--- config.mk ---
export PLATFORM = sky130hd
export DESIGN_NAME = tcp_style_congestion_sender
export DESIGN_NICKNAME = d
export VERILOG_FILES = /design/src/sv/tcs_pkg.sv /design/src/sv/tcs_front.sv /design/src/sv/tcs_queue.sv /design/src/sv/tcs_back.sv /design/src/sv/tcp_style_congestion_sender.sv
export SDC_FILE = /design/constraint.sdc
export NUM_CORES = 2
export LEC_CHECK = 0
export ABC_AREA = 1
export BUFFER_PORTS_ARGS = -buffer_cell sky130_fd_sc_hd__buf_2
export CAP_MARGIN = 20
export CORE_AREA = 2 2 267 269
export DETAILED_ROUTE_END_ITERATION = 10
export DIE_AREA = 0 0 269 271
export PLACE_DENSITY = 0.9
export RECOVER_POWER = 50
export SYNTH_ARGS = -nofsm -noshare
export SYNTH_HDL_FRONTEND = slang
export SYNTH_SLANG_ARGS = --single-unit
--- constraint.sdc ---
create_clock -name clock -period 22 [get_ports clock]
set_input_delay 0 -clock clock [delete_from_list [all_inputs] [get_ports clock]]
set_output_delay 0 -clock clock [all_outputs]
set_load 0.1 [all_outputs]
--- src/sv/tcs_pkg.sv ---
// tcs_pkg: shared types and constants of the congestion window sender
`default_nettype none

package tcs_pkg;

   localparam int SEGMENT_BYTES = 1400;
   localparam int MAX_ACK_JUMP  = 31;

   localparam int MODE_W      = 2;
   localparam int KIND_W      = 2;
   localparam int SEQ_W       = 32;
   localparam int OUT_W       = 31;
   localparam int LEN_W       = 11;
   localparam int MIN_WIN_W   = 6;
   localparam int THRESH_W    = 16;
   localparam int TOTAL_W     = 40;
   localparam int DUP_W       = 2;
   localparam int JUMP_W      = $clog2(MAX_ACK_JUMP + 1);
   localparam int SEQ_BYTES_W = SEQ_W + $clog2(SEGMENT_BYTES + 1);
   localparam int CSR_IDX_W   = 2;
   localparam int CSR_DATA_W  = 40;
   localparam int QUEUE_DEPTH = 2;

   localparam logic [MIN_WIN_W-1:0] MIN_WIN_RESET = MIN_WIN_W'(16);
   localparam logic [THRESH_W-1:0]  THRESH_RESET  = THRESH_W'(512);
   localparam logic [DUP_W-1:0]     DUP_MAX       = DUP_W'(3);

   localparam logic [MODE_W-1:0] MODE_START   = 2'd0;
   localparam logic [MODE_W-1:0] MODE_ACK     = 2'd1;
   localparam logic [MODE_W-1:0] MODE_TIMEOUT = 2'd2;

   localparam logic [KIND_W-1:0] KIND_DATA   = 2'd0;
   localparam logic [KIND_W-1:0] KIND_END    = 2'd1;
   localparam logic [KIND_W-1:0] KIND_STATUS = 2'd2;

   localparam logic [CSR_IDX_W-1:0] CSR_MIN_WINDOW  = 2'd0;
   localparam logic [CSR_IDX_W-1:0] CSR_INIT_THRESH = 2'd1;
   localparam logic [CSR_IDX_W-1:0] CSR_TOTAL_BYTES = 2'd2;

   typedef enum logic [2:0] {
      OP_START,
      OP_ACK,
      OP_FINAL,
      OP_TIMEOUT,
      OP_NOP
   } op_type;

   typedef struct packed {
      logic [MODE_W-1:0]       mode;
      logic signed [SEQ_W-1:0] ack_seq;
   } req_type;

   typedef struct packed {
      logic [KIND_W-1:0] kind;
      logic [OUT_W-1:0]  seq_out;
      logic [LEN_W-1:0]  length;
      logic [OUT_W-1:0]  window_now;
      logic [OUT_W-1:0]  threshold_now;
      logic              finished;
      logic              last;
   } rsp_type;

   typedef struct packed {
      op_type                  op;
      logic signed [SEQ_W-1:0] ack;
   } cmd_type;

   typedef struct packed {
      logic [MIN_WIN_W-1:0] min_window;
      logic [THRESH_W-1:0]  initial_threshold;
      logic [TOTAL_W-1:0]   total_bytes;
   } cfg_type;

endpackage

`default_nettype wire

--- src/sv/tcs_front.sv ---
// tcs_front: input stage that accepts transactions and classifies them into commands
`default_nettype none

module tcs_front (
   input  wire logic             clock,
   input  wire logic             reset,
   input  wire logic             req_valid,
   output logic                  req_stall,
   input  wire tcs_pkg::req_type req_data,
   input  wire logic             q_full,
   output logic                  q_push,
   output tcs_pkg::cmd_type      q_cmd
);

   localparam int SEQ_W = tcs_pkg::SEQ_W;

   logic             fr_valid_ff;
   tcs_pkg::cmd_type fr_cmd_ff;
   tcs_pkg::cmd_type fr_cmd_in;
   logic             accept;

   always_comb begin
      fr_cmd_in.ack = req_data.ack_seq;
      case (req_data.mode)
         tcs_pkg::MODE_START: fr_cmd_in.op = tcs_pkg::OP_START;
         tcs_pkg::MODE_ACK: begin
            if (req_data.ack_seq == -SEQ_W'(1))
               fr_cmd_in.op = tcs_pkg::OP_FINAL;
            else
               fr_cmd_in.op = tcs_pkg::OP_ACK;
         end
         tcs_pkg::MODE_TIMEOUT: fr_cmd_in.op = tcs_pkg::OP_TIMEOUT;
         default: fr_cmd_in.op = tcs_pkg::OP_NOP;
      endcase
   end

   assign q_push    = fr_valid_ff && !q_full;
   assign req_stall = fr_valid_ff && q_full;
   assign accept    = req_valid && !req_stall;
   assign q_cmd     = fr_cmd_ff;

   always_ff @(posedge clock) begin
      if (reset) begin
         fr_valid_ff <= 1'b0;
      end else if (accept) begin
         fr_valid_ff <= 1'b1;
      end else if (q_push) begin
         fr_valid_ff <= 1'b0;
      end
   end

   always_ff @(posedge clock) begin
      if (accept) begin
         fr_cmd_ff <= fr_cmd_in;
      end
   end

endmodule

`default_nettype wire

--- src/sv/tcs_queue.sv ---
// tcs_queue: short command queue between the front and back parts
`default_nettype none

module tcs_queue (
   input  wire logic             clock,
   input  wire logic             reset,
   input  wire logic             q_push,
   input  wire tcs_pkg::cmd_type q_cmd,
   output logic                  q_full,
   input  wire logic             q_pop,
   output logic                  q_valid,
   output tcs_pkg::cmd_type      q_head
);

   localparam int DEPTH = tcs_pkg::QUEUE_DEPTH;
   localparam int AW    = (DEPTH > 1) ? $clog2(DEPTH) : 1;
   localparam int CW    = $clog2(DEPTH + 1);

   tcs_pkg::cmd_type entry_ff [DEPTH];
   logic [AW-1:0]    wr_ptr_ff;
   logic [AW-1:0]    rd_ptr_ff;
   logic [CW-1:0]    count_ff;

   function automatic logic [AW-1:0] ptr_next(input logic [AW-1:0] p);
      ptr_next = (p == AW'(DEPTH - 1)) ? '0 : p + AW'(1);
   endfunction

   assign q_full  = (count_ff == CW'(DEPTH));
   assign q_valid = (count_ff != '0);
   assign q_head  = entry_ff[rd_ptr_ff];

   always_ff @(posedge clock) begin
      if (reset) begin
         wr_ptr_ff <= '0;
         rd_ptr_ff <= '0;
         count_ff  <= '0;
      end else begin
         if (q_push) wr_ptr_ff <= ptr_next(wr_ptr_ff);
         if (q_pop)  rd_ptr_ff <= ptr_next(rd_ptr_ff);
         if (q_push && !q_pop)
            count_ff <= count_ff + CW'(1);
         else if (q_pop && !q_push)
            count_ff <= count_ff - CW'(1);
      end
   end

   always_ff @(posedge clock) begin
      if (q_push) begin
         entry_ff[wr_ptr_ff] <= q_cmd;
      end
   end

   a_no_overflow: assert property (@(posedge clock) disable iff (reset)
      (q_push && !q_pop) |-> (count_ff < CW'(DEPTH)))
      else $error("command queue overflow");

   a_no_underflow: assert property (@(posedge clock) disable iff (reset)
      q_pop |-> (count_ff != '0))
      else $error("command queue underflow");

endmodule

`default_nettype wire

--- src/sv/tcs_back.sv ---
// tcs_back: window state and send sequencer with registered result output
`default_nettype none

module tcs_back (
   input  wire logic             clock,
   input  wire logic             reset,
   input  wire tcs_pkg::cfg_type cfg,
   input  wire logic             q_valid,
   input  wire tcs_pkg::cmd_type q_head,
   output logic                  q_pop,
   output logic                  rsp_valid,
   input  wire logic             rsp_stall,
   output tcs_pkg::rsp_type      rsp_data
);

   localparam int SEQ_W   = tcs_pkg::SEQ_W;
   localparam int SBW     = tcs_pkg::SEQ_BYTES_W;
   localparam int TOTAL_W = tcs_pkg::TOTAL_W;
   localparam int LEN_W   = tcs_pkg::LEN_W;
   localparam int OUT_W   = tcs_pkg::OUT_W;
   localparam int CNT_W   = tcs_pkg::MIN_WIN_W;
   localparam int JUMP_W  = tcs_pkg::JUMP_W;
   localparam int DUP_W   = tcs_pkg::DUP_W;
   localparam int SEG     = tcs_pkg::SEGMENT_BYTES;

   typedef enum logic [3:0] {
      S_IDLE,
      S_BURST,
      S_SLOW_A,
      S_SLOW_B,
      S_LIN,
      S_LIN_CHK,
      S_REWIND,
      S_ONE,
      S_STATUS
   } state_type;

   typedef enum logic [1:0] {
      FL_SET_ONE,
      FL_ADD,
      FL_KEEP
   } flight_type;

   state_type               state_ff;
   logic [CNT_W-1:0]        cnt_ff;
   flight_type              policy_ff;
   logic [SEQ_W-1:0]        next_seq_ff;
   logic [SEQ_W-1:0]        seg_made_ff;
   logic [TOTAL_W-1:0]      bytes_sent_ff;
   logic [SBW-1:0]          seq_bytes_ff;
   logic                    fin_pending_ff;
   logic signed [SEQ_W-1:0] acked_ff;
   logic [DUP_W-1:0]        dup_ff;
   logic [SEQ_W-1:0]        window_ff;
   logic [SEQ_W-1:0]        thresh_ff;
   logic [SEQ_W-1:0]        flight_ff;
   logic                    done_ff;
   logic                    rsp_valid_ff;
   tcs_pkg::rsp_type        rsp_data_ff;

   logic                    out_free;
   logic                    in_attempt;
   logic                    att_step;
   logic                    resend;
   logic [SBW-1:0]          bytes_ext;
   logic [SBW-1:0]          resend_diff;
   logic [LEN_W-1:0]        resend_len;
   logic                    have_more;
   logic [TOTAL_W-1:0]      remain;
   logic [LEN_W-1:0]        new_len;
   logic                    att_sent;
   logic                    att_emit;
   flight_type              att_policy;
   logic [SEQ_W-1:0]        next_seq_inc;
   logic [SBW-1:0]          seq_bytes_inc;
   logic [SEQ_W-1:0]        min_ext;
   logic [SEQ_W-1:0]        half;
   logic [SEQ_W-1:0]        half_floor;
   logic [SEQ_W:0]          jump;
   logic [JUMP_W-1:0]       jump_n;
   logic                    emit;
   tcs_pkg::rsp_type        att_rsp;
   tcs_pkg::rsp_type        stat_rsp;

   assign out_free   = !rsp_valid_ff || !rsp_stall;
   assign in_attempt = (state_ff inside {S_BURST, S_SLOW_A, S_SLOW_B, S_LIN, S_ONE});
   assign att_step   = in_attempt && out_free;
   assign q_pop      = (state_ff == S_IDLE) && q_valid;

   assign resend      = next_seq_ff < seg_made_ff;
   assign bytes_ext   = SBW'(bytes_sent_ff);
   assign resend_diff = bytes_ext - seq_bytes_ff;
   assign resend_len  = (bytes_ext <= seq_bytes_ff) ? '0 :
                        (resend_diff > SBW'(SEG)) ? LEN_W'(SEG) : resend_diff[LEN_W-1:0];
   assign have_more   = bytes_sent_ff < cfg.total_bytes;
   assign remain      = cfg.total_bytes - bytes_sent_ff;
   assign new_len     = (remain > TOTAL_W'(SEG)) ? LEN_W'(SEG) : remain[LEN_W-1:0];
   assign att_sent    = resend || (!fin_pending_ff && have_more);
   assign att_emit    = resend || fin_pending_ff || have_more;

   assign next_seq_inc  = next_seq_ff + SEQ_W'(1);
   assign seq_bytes_inc = (next_seq_ff == '1) ? '0 : seq_bytes_ff + SBW'(SEG);

   assign min_ext    = SEQ_W'(cfg.min_window);
   assign half       = window_ff >> 1;
   assign half_floor = (half < min_ext) ? min_ext : half;

   assign jump   = {q_head.ack[SEQ_W-1], q_head.ack} - {acked_ff[SEQ_W-1], acked_ff};
   assign jump_n = (jump > (SEQ_W + 1)'(tcs_pkg::MAX_ACK_JUMP)) ?
                   JUMP_W'(tcs_pkg::MAX_ACK_JUMP) : jump[JUMP_W-1:0];

   always_comb begin
      case (state_ff)
         S_BURST: att_policy = FL_SET_ONE;
         S_ONE:   att_policy = policy_ff;
         default: att_policy = FL_ADD;
      endcase
   end

   always_comb begin
      att_rsp               = '0;
      att_rsp.kind          = att_sent ? tcs_pkg::KIND_DATA : tcs_pkg::KIND_END;
      att_rsp.seq_out       = att_sent ? next_seq_ff[OUT_W-1:0] : '0;
      att_rsp.length        = resend ? resend_len : (att_sent ? new_len : '0);
      stat_rsp              = '0;
      stat_rsp.kind         = tcs_pkg::KIND_STATUS;
      stat_rsp.window_now   = window_ff[OUT_W-1:0];
      stat_rsp.threshold_now = thresh_ff[OUT_W-1:0];
      stat_rsp.finished     = done_ff;
      stat_rsp.last         = 1'b1;
   end

   assign emit = (att_step && att_emit) || ((state_ff == S_STATUS) && out_free);

   always_ff @(posedge clock) begin
      if (reset) begin
         state_ff       <= S_IDLE;
         cnt_ff         <= '0;
         policy_ff      <= FL_KEEP;
         next_seq_ff    <= '0;
         seg_made_ff    <= '0;
         bytes_sent_ff  <= '0;
         seq_bytes_ff   <= '0;
         fin_pending_ff <= 1'b0;
         acked_ff       <= -SEQ_W'(1);
         dup_ff         <= '0;
         window_ff      <= SEQ_W'(1);
         thresh_ff      <= SEQ_W'(tcs_pkg::THRESH_RESET);
         flight_ff      <= '0;
         done_ff        <= 1'b0;
         rsp_valid_ff   <= 1'b0;
      end else begin
         if (emit) begin
            rsp_valid_ff <= 1'b1;
         end else if (!rsp_stall) begin
            rsp_valid_ff <= 1'b0;
         end

         if (att_step) begin
            if (resend) begin
               next_seq_ff  <= next_seq_inc;
               seq_bytes_ff <= seq_bytes_inc;
            end else if (!fin_pending_ff) begin
               if (!have_more) begin
                  fin_pending_ff <= 1'b1;
               end else begin
                  bytes_sent_ff <= bytes_sent_ff + TOTAL_W'(new_len);
                  seg_made_ff   <= next_seq_inc;
                  next_seq_ff   <= next_seq_inc;
                  seq_bytes_ff  <= seq_bytes_inc;
               end
            end
            case (att_policy)
               FL_SET_ONE: flight_ff <= SEQ_W'(1);
               FL_ADD:     flight_ff <= flight_ff + SEQ_W'(att_sent);
               default:    flight_ff <= flight_ff;
            endcase
         end

         case (state_ff)
            S_IDLE: begin
               if (q_valid) begin
                  case (q_head.op)
                     tcs_pkg::OP_START: begin
                        next_seq_ff    <= '0;
                        seg_made_ff    <= '0;
                        bytes_sent_ff  <= '0;
                        seq_bytes_ff   <= '0;
                        fin_pending_ff <= 1'b0;
                        acked_ff       <= -SEQ_W'(1);
                        dup_ff         <= '0;
                        window_ff      <= SEQ_W'(1);
                        thresh_ff      <= SEQ_W'(cfg.initial_threshold);
                        flight_ff      <= '0;
                        done_ff        <= 1'b0;
                        cnt_ff         <= cfg.min_window;
                        state_ff       <= (cfg.min_window == '0) ? S_STATUS : S_BURST;
                     end
                     tcs_pkg::OP_TIMEOUT: begin
                        if (done_ff) begin
                           state_ff <= S_STATUS;
                        end else begin
                           thresh_ff   <= half_floor;
                           window_ff   <= min_ext;
                           next_seq_ff <= $unsigned(acked_ff) + SEQ_W'(1);
                           policy_ff   <= FL_SET_ONE;
                           state_ff    <= S_REWIND;
                        end
                     end
                     tcs_pkg::OP_FINAL: begin
                        done_ff  <= 1'b1;
                        state_ff <= S_STATUS;
                     end
                     tcs_pkg::OP_ACK: begin
                        if (done_ff) begin
                           state_ff <= S_STATUS;
                        end else if (q_head.ack > acked_ff) begin
                           dup_ff    <= DUP_W'(1);
                           flight_ff <= flight_ff - SEQ_W'(jump_n);
                           acked_ff  <= q_head.ack;
                           cnt_ff    <= CNT_W'(jump_n);
                           state_ff  <= (window_ff < thresh_ff) ? S_SLOW_A : S_LIN;
                        end else if ((q_head.ack == acked_ff) &&
                                     (dup_ff == tcs_pkg::DUP_MAX - DUP_W'(1))) begin
                           dup_ff      <= tcs_pkg::DUP_MAX;
                           thresh_ff   <= half_floor;
                           window_ff   <= half_floor;
                           next_seq_ff <= $unsigned(q_head.ack) + SEQ_W'(1);
                           policy_ff   <= FL_KEEP;
                           state_ff    <= S_REWIND;
                        end else begin
                           if ((q_head.ack == acked_ff) && (dup_ff < tcs_pkg::DUP_MAX))
                              dup_ff <= dup_ff + DUP_W'(1);
                           state_ff <= S_STATUS;
                        end
                     end
                     default: state_ff <= S_STATUS;
                  endcase
               end
            end
            S_BURST: begin
               if (out_free) begin
                  cnt_ff <= cnt_ff - CNT_W'(1);
                  if (cnt_ff == CNT_W'(1)) state_ff <= S_STATUS;
               end
            end
            S_SLOW_A: begin
               if (out_free) begin
                  window_ff <= window_ff + SEQ_W'(1);
                  state_ff  <= S_SLOW_B;
               end
            end
            S_SLOW_B: begin
               if (out_free) begin
                  cnt_ff   <= cnt_ff - CNT_W'(1);
                  state_ff <= (cnt_ff == CNT_W'(1)) ? S_STATUS : S_SLOW_A;
               end
            end
            S_LIN: begin
               if (out_free) begin
                  cnt_ff <= cnt_ff - CNT_W'(1);
                  if (cnt_ff == CNT_W'(1)) state_ff <= S_LIN_CHK;
               end
            end
            S_LIN_CHK: begin
               if (flight_ff == window_ff) begin
                  window_ff <= window_ff + SEQ_W'(1);
                  policy_ff <= FL_ADD;
                  state_ff  <= S_ONE;
               end else begin
                  state_ff <= S_STATUS;
               end
            end
            S_REWIND: begin
               seq_bytes_ff <= SBW'(next_seq_ff) * SBW'(SEG);
               state_ff     <= S_ONE;
            end
            S_ONE: begin
               if (out_free) state_ff <= S_STATUS;
            end
            S_STATUS: begin
               if (out_free) state_ff <= S_IDLE;
            end
            default: state_ff <= S_IDLE;
         endcase
      end
   end

   always_ff @(posedge clock) begin
      if (emit) begin
         rsp_data_ff <= (state_ff == S_STATUS) ? stat_rsp : att_rsp;
      end
   end

   assign rsp_valid = rsp_valid_ff;
   assign rsp_data  = rsp_data_ff;

   a_status_closes: assert property (@(posedge clock) disable iff (reset)
      ((state_ff == S_STATUS) && out_free) |=>
         (rsp_valid_ff && rsp_data_ff.last && (state_ff == S_IDLE)))
      else $error("status transaction did not close the item");

   a_rewind_offset: assert property (@(posedge clock) disable iff (reset)
      (state_ff == S_REWIND) |=>
         ((state_ff == S_ONE) && (seq_bytes_ff == SBW'($past(next_seq_ff)) * SBW'(SEG))))
      else $error("byte offset not rebuilt after rewind");

   a_send_fields: assert property (@(posedge clock) disable iff (reset)
      (rsp_valid_ff && (rsp_data_ff.kind != tcs_pkg::KIND_STATUS)) |->
         (!rsp_data_ff.last && (rsp_data_ff.window_now == '0) && !rsp_data_ff.finished))
      else $error("send transaction carries status fields");

endmodule

`default_nettype wire

--- src/sv/tcp_style_congestion_sender.sv ---
// tcp_style_congestion_sender: top level with configuration registers
//
// Usage: the req channel takes one transaction per event (mode 0 start,
// 1 acknowledgement with ack_seq, -1 meaning final, 2 timeout, 3 no-op).
// The rsp channel returns zero or more send transactions (data segment with
// sequence and length, or end message) followed by one status transaction
// flagged last, carrying window, threshold and the finished flag.
// Configuration is written through csr_we/csr_index/csr_wdata while idle.
// A request is registered in the input stage and then in the queue
// before the sequencer takes it. The sequencer takes the command, then
// makes its send attempts (start: min_window attempts; ack
// in slow start: 2 per acked segment, the window step made with the first;
// ack at or above threshold: one per acked segment, plus one check and
// possibly one more attempt), rebuilds the byte offset on a timeout
// or fast retransmit, and closes with the status. It makes one send attempt
// per cycle while rsp is not stalled. New requests are
// accepted into the two-entry queue while the sequencer works.
// Reset clears the window state to its idle values and loads the register
// defaults. A stalled rsp holds the output register and the sequencer waits.
`default_nettype none

module tcp_style_congestion_sender (
   input  wire logic                               clock,
   input  wire logic                               reset,
   input  wire logic                               req_valid,
   output logic                                    req_stall,
   input  wire tcs_pkg::req_type                   req_data,
   output logic                                    rsp_valid,
   input  wire logic                               rsp_stall,
   output tcs_pkg::rsp_type                        rsp_data,
   input  wire logic                               csr_we,
   input  wire logic [tcs_pkg::CSR_IDX_W-1:0]      csr_index,
   input  wire logic [tcs_pkg::CSR_DATA_W-1:0]     csr_wdata
);

   tcs_pkg::cfg_type cfg_ff;
   logic             q_full;
   logic             q_push;
   logic             q_pop;
   logic             q_valid;
   tcs_pkg::cmd_type q_cmd;
   tcs_pkg::cmd_type q_head;

   always_ff @(posedge clock) begin
      if (reset) begin
         cfg_ff.min_window        <= tcs_pkg::MIN_WIN_RESET;
         cfg_ff.initial_threshold <= tcs_pkg::THRESH_RESET;
         cfg_ff.total_bytes       <= '0;
      end else if (csr_we) begin
         case (csr_index)
            tcs_pkg::CSR_MIN_WINDOW:
               cfg_ff.min_window <= csr_wdata[tcs_pkg::MIN_WIN_W-1:0];
            tcs_pkg::CSR_INIT_THRESH:
               cfg_ff.initial_threshold <= csr_wdata[tcs_pkg::THRESH_W-1:0];
            tcs_pkg::CSR_TOTAL_BYTES:
               cfg_ff.total_bytes <= csr_wdata[tcs_pkg::TOTAL_W-1:0];
            default: cfg_ff <= cfg_ff;
         endcase
      end
   end

   tcs_front u_front (
      .clock     (clock),
      .reset     (reset),
      .req_valid (req_valid),
      .req_stall (req_stall),
      .req_data  (req_data),
      .q_full    (q_full),
      .q_push    (q_push),
      .q_cmd     (q_cmd)
   );

   tcs_queue u_queue (
      .clock   (clock),
      .reset   (reset),
      .q_push  (q_push),
      .q_cmd   (q_cmd),
      .q_full  (q_full),
      .q_pop   (q_pop),
      .q_valid (q_valid),
      .q_head  (q_head)
   );

   tcs_back u_back (
      .clock     (clock),
      .reset     (reset),
      .cfg       (cfg_ff),
      .q_valid   (q_valid),
      .q_head    (q_head),
      .q_pop     (q_pop),
      .rsp_valid (rsp_valid),
      .rsp_stall (rsp_stall),
      .rsp_data  (rsp_data)
   );

endmodule

`default_nettype wire

==> summary.md <==
| Metric | Value |
|---|---|
| Die Footprint | `72900 sq um` |
| Die Width | `269 um` |
| Crit. End Element | `flip-flop` |
| Part of the power in registers | `roughly a fifth` |
| H-tree levels | `2` |
| FF-to-FF setup slack | `14.30 ns` |
| PwrDens | `around 170 nW/um^2` |
| Max-cap viol count | `7` |
| Detailed-route via count | `45600` |
| Routability cong. | `1.01` |
| Hold path depth | `2` |
| Final clock skew | `0.0440 ns` |
| Unique masters post-synth | `78` |
| Io pins | `191` |
| Kind of critical path | `in -> reg` |
| Yosys top cell by area | `dfxtp_1` |
| Starting density of the core | `64.8%` |
| Nets | `around 7000` |
| Initial DRC Count | `5491` |
| CTS max path bufs | `3` |
| Antenna diode count | `0` |
| Worst-Margin Slew | `roughly 4 ns` |
| Rel. slew slack | `-166%` |
| First-pass GRT wire length | `approximately 230000 um` |
| Setup crit start | `reset` |
| Crit-path max cell delay | `around 3.6 ns` |
| Post-synth EDFFs | `213` |
| Mapped Nets | `6836` |
| Net Sw Frac | `57.0%` |
| Leakage power | `between 20 and 25 nW` |
| Clk root buf | `clkbuf_16` |
| Outcome | `finished, violations left` |
| Critical path arrival | `about 9.8 ns` |
| Largest net degree at the start of global routing | `96` |
| Switch Pwr | `~0.0047 W` |
| Min-delay worst type | `in -> reg` |
| ANT nets after route | `0` |
| Drt drc | `0` |
| R2R Path End | `u_back.flight_ff[31]` |
| Pint | `0.00354 W` |
| Tcrit/Tclk final | `42.1%` |
| Unrepaired setup endpoints after global routing | `false` |
| CORE AREA | `roughly 70000 sq um` |
| Initial antenna violation count | `0` |
| Ratio of cells with drive above 1 in the final layout | `5.98%` |
| Tmin final | `9.25 ns` |
| Worst Path Max Fanout | `95` |
| Most common cell in the synthesized netlist | `nand2_1` |
| FP Rows | `97` |
| Worst path bufs/invs | `5` |
| Clock buffer count from CTS | `61` |
| Post-Syn Area per Cell | `7.17 sq um` |
| Ys async rst share | `0%` |
| Worst endpoint required time | `22.56 ns` |
| Seq/Total Area, Yosys | `approximately 30%` |
| Die height | `around 270 um` |
| Final hold violation count | `0` |
| Synth warn | `0` |
| Failing checks | `capacitance limit, slew limit` |
| Final Cell Area | `a little under 50000 sq um` |
| Input/output buffers | `190` |
| Comb power frac | `between 60% and 70%` |
| Placed Area | `~47000 sq um` |
| Critical Path Slowest Stage Cell | `clkinvlp_2` |
| F_max | `0.108 GHz` |
| Crit path max-delay family | `buffers and inverters` |
| Cell Chain, Critical Path | `dlygate4sd3_1 -> clkbuf_1 -> clkinvlp_2 -> clkbuf_1 -> o21ai_0 -> nor2_1 -> dlygate4sd3_1` |
| VDD IR max | `~0.00019 V` |
| CTS Sinks | `572` |
| Synth top area share | `15.9%` |
| Gates resized, CTS repair | `0` |
| Reg clk slew, reported paths | `0.07 ns` |
| Clock group share of total power | `13.6%` |
| Area Growth Syn to Fin | `9.85%` |
| Number of global-route vias before repair | `43400` |
| DRT Pass-1 Iters | `7` |
| Worst skew pair latency | `0.69 ns` |
| WL final | `146000 um` |
| All-layer global routing usage | `39.6%` |
| GR Overflow Total | `0` |
| Worst Hold Path EP | `u_front.q_cmd[29]` |
| Reg2Reg Depth | `39` |
| Post-Synthesis Cell Area | `45300 sq um` |
| # setup viols final | `0` |
| #FFs+latches synth | `572` |
| Drt wl/cell | `19.5 um` |
| HPWL after detailed placement | `109000 um` |
| Hold wc startpoint | `req_data[29]` |
| Cells after synthesis | `6312` |
| Fin Setup TNS | `0 ns` |
| Top_reg_cell synth | `dfxtp_1` |
| Synth cell count leaders | `1181 x nand2_1, 1003 x inv_1, 623 x nor2_1, 527 x a21oi_1, 433 x o21ai_0` |
| Fill cell count | `5723` |
| Final count of pins violating max slew | `400` |
| Vias per cell | `6.08` |
| Synth area leaders | `dfxtp_1 16%, edfxtp_1 14%, nand2_1 9.8%, ha_1 8.9%, inv_1 8.3%` |
| CTS tree | `done` |
| Critical path startpoint category | `input pin` |
-- placed cells by master (no fill, tap or decap), types with 19 or more instances in the layout --
cell type,synthesis,final
buf_2,41,46
o22ai_1,21,20
xnor2_1,59,59
nand2_2,22,22
fa_1,122,122
nand2_1,1181,1181
or2_2,31,31
edfxtp_1,213,213
buf_4,3,30
nand3_1,273,273
inv_2,33,33
a31oi_1,47,47
nor4_1,54,54
dlygate4sd3_1,0,82
a211oi_1,31,31
o21ai_0,433,432
nand4_1,121,121
o21ai_1,29,29
xor2_1,145,145
nor3_1,110,109
clkbuf_1,130,157
ha_1,321,321
o221ai_1,19,19
inv_1,1003,1002
nor2_2,39,43
nor2_1,623,619
a21oi_1,527,527
dfxtp_1,359,358
o21a_1,26,26
clkbuf_16,0,63
o211ai_1,77,77
-- cell type report --
type | count | area (sq um) | area share (%)
clock inverters | 40 | 479 | 0.964
multi-input cells | 4511 | 27000 | 54.3
clock buffers | 76 | 1690 | 3.39
flip-flops and latches | 572 | 13600 | 27.3
repair buffers | 308 | 1840 | 3.70
inverters | 1048 | 3940 | 7.92
well taps | 940 | 1180 | 2.37
-- sequential cells by signal, summed over array words and instances (netlist names), 35 cells and up, named ones only --
register,cells
cfg_ff,62
u_back.rsp_data,108
u_front.q_cmd,35
u_queue.entry_ff,70
u_back.bytes_sent_ff,40
u_back.seq_bytes_ff,43
-- power by group through the flow --
stage	Combinational [W]	Clock (W)	Sequential [W]
final	0.00543	0.00112	0.00168
after global routing	0.00595	0.00116	0.00170
after CTS	0.00535	0.00111	0.00166
after detailed placement	0.00529	0	0.00167
after global placement	0.00517	0	0.00167
after floorplan	0.00331	0	0.00240
-- cells by family after synthesis --
| logic type | count (synthesis) | synth area share (%) |
|---|---|---|
| buffers and inverters | 1229 | 10.4 |
| multiplexers | 6 | 0.141 |
| flip-flops | 572 | 30.0 |
| XOR/XNOR | 204 | 3.95 |
| AND/OR/NAND/NOR | 2550 | 24.9 |
| AO/OA/AOI/OAI | 1308 | 16.3 |
| adder cells (fa/ha/maj) | 443 | 14.3 |
-- layer usage --
| layer | share of wire, % | wire length (um) | up-vias | GRT usage [%] |
|---|---|---|---|---|
| li1 | - | - | 21300 | - |
| met1 | 40 | 58400 | 21200 | 52.5 |
| met2 | 45 | 65700 | 2579 | 63.9 |
| met3 | 10 | 15000 | 503 | 6.37 |
| met4 | 4.6 | 6760 | 0 | 16.6 |
| met5 | 0 | 0 | - | 0 |
-- metrics by stage --
| step | setup WS [ns] | hold slack (ns) | std cells | total power [W] | util, % |
|---|---|---|---|---|---|
| floorplan | 14.14 | 0.0989 | 6312 | 0.00571 | - |
| global placement | 14.85 | 0.192 | 7297 | 0.00684 | 67.3 |
| detailed placement | 14.59 | 0.194 | 7297 | 0.00697 | 67.3 |
| CTS | 14.53 | 0.0265 | 7495 | 0.00812 | 71.5 |
| global route | 12.43 | 0.0473 | 7495 | 0.00880 | 71.2 |
| finish | 12.75 | 0.0383 | 7495 | 0.00823 | 71.2 |
-- how the worst max path moves through the flow --
stage,endpoint,slack (ns),cells past startpoint
finish,cfg_ff[14],12.75,7
global route,cfg_ff[14],12.43,7
CTS,u_back.flight_ff[31],14.53,39
detailed placement,u_back.flight_ff[31],14.59,39
global placement,u_back.flight_ff[31],14.85,39
floorplan,u_back.rsp_data[0],14.14,17
-- repair_timing --
item / in CTS / in global routing
hold endpoints to repair: 114 / 0
hold buffers: 82 / 0
endpoints found under the setup margin: 0 / 0
buffers inserted: 0 / 0
No activity file was read; power rests on OpenSTA's default activity.
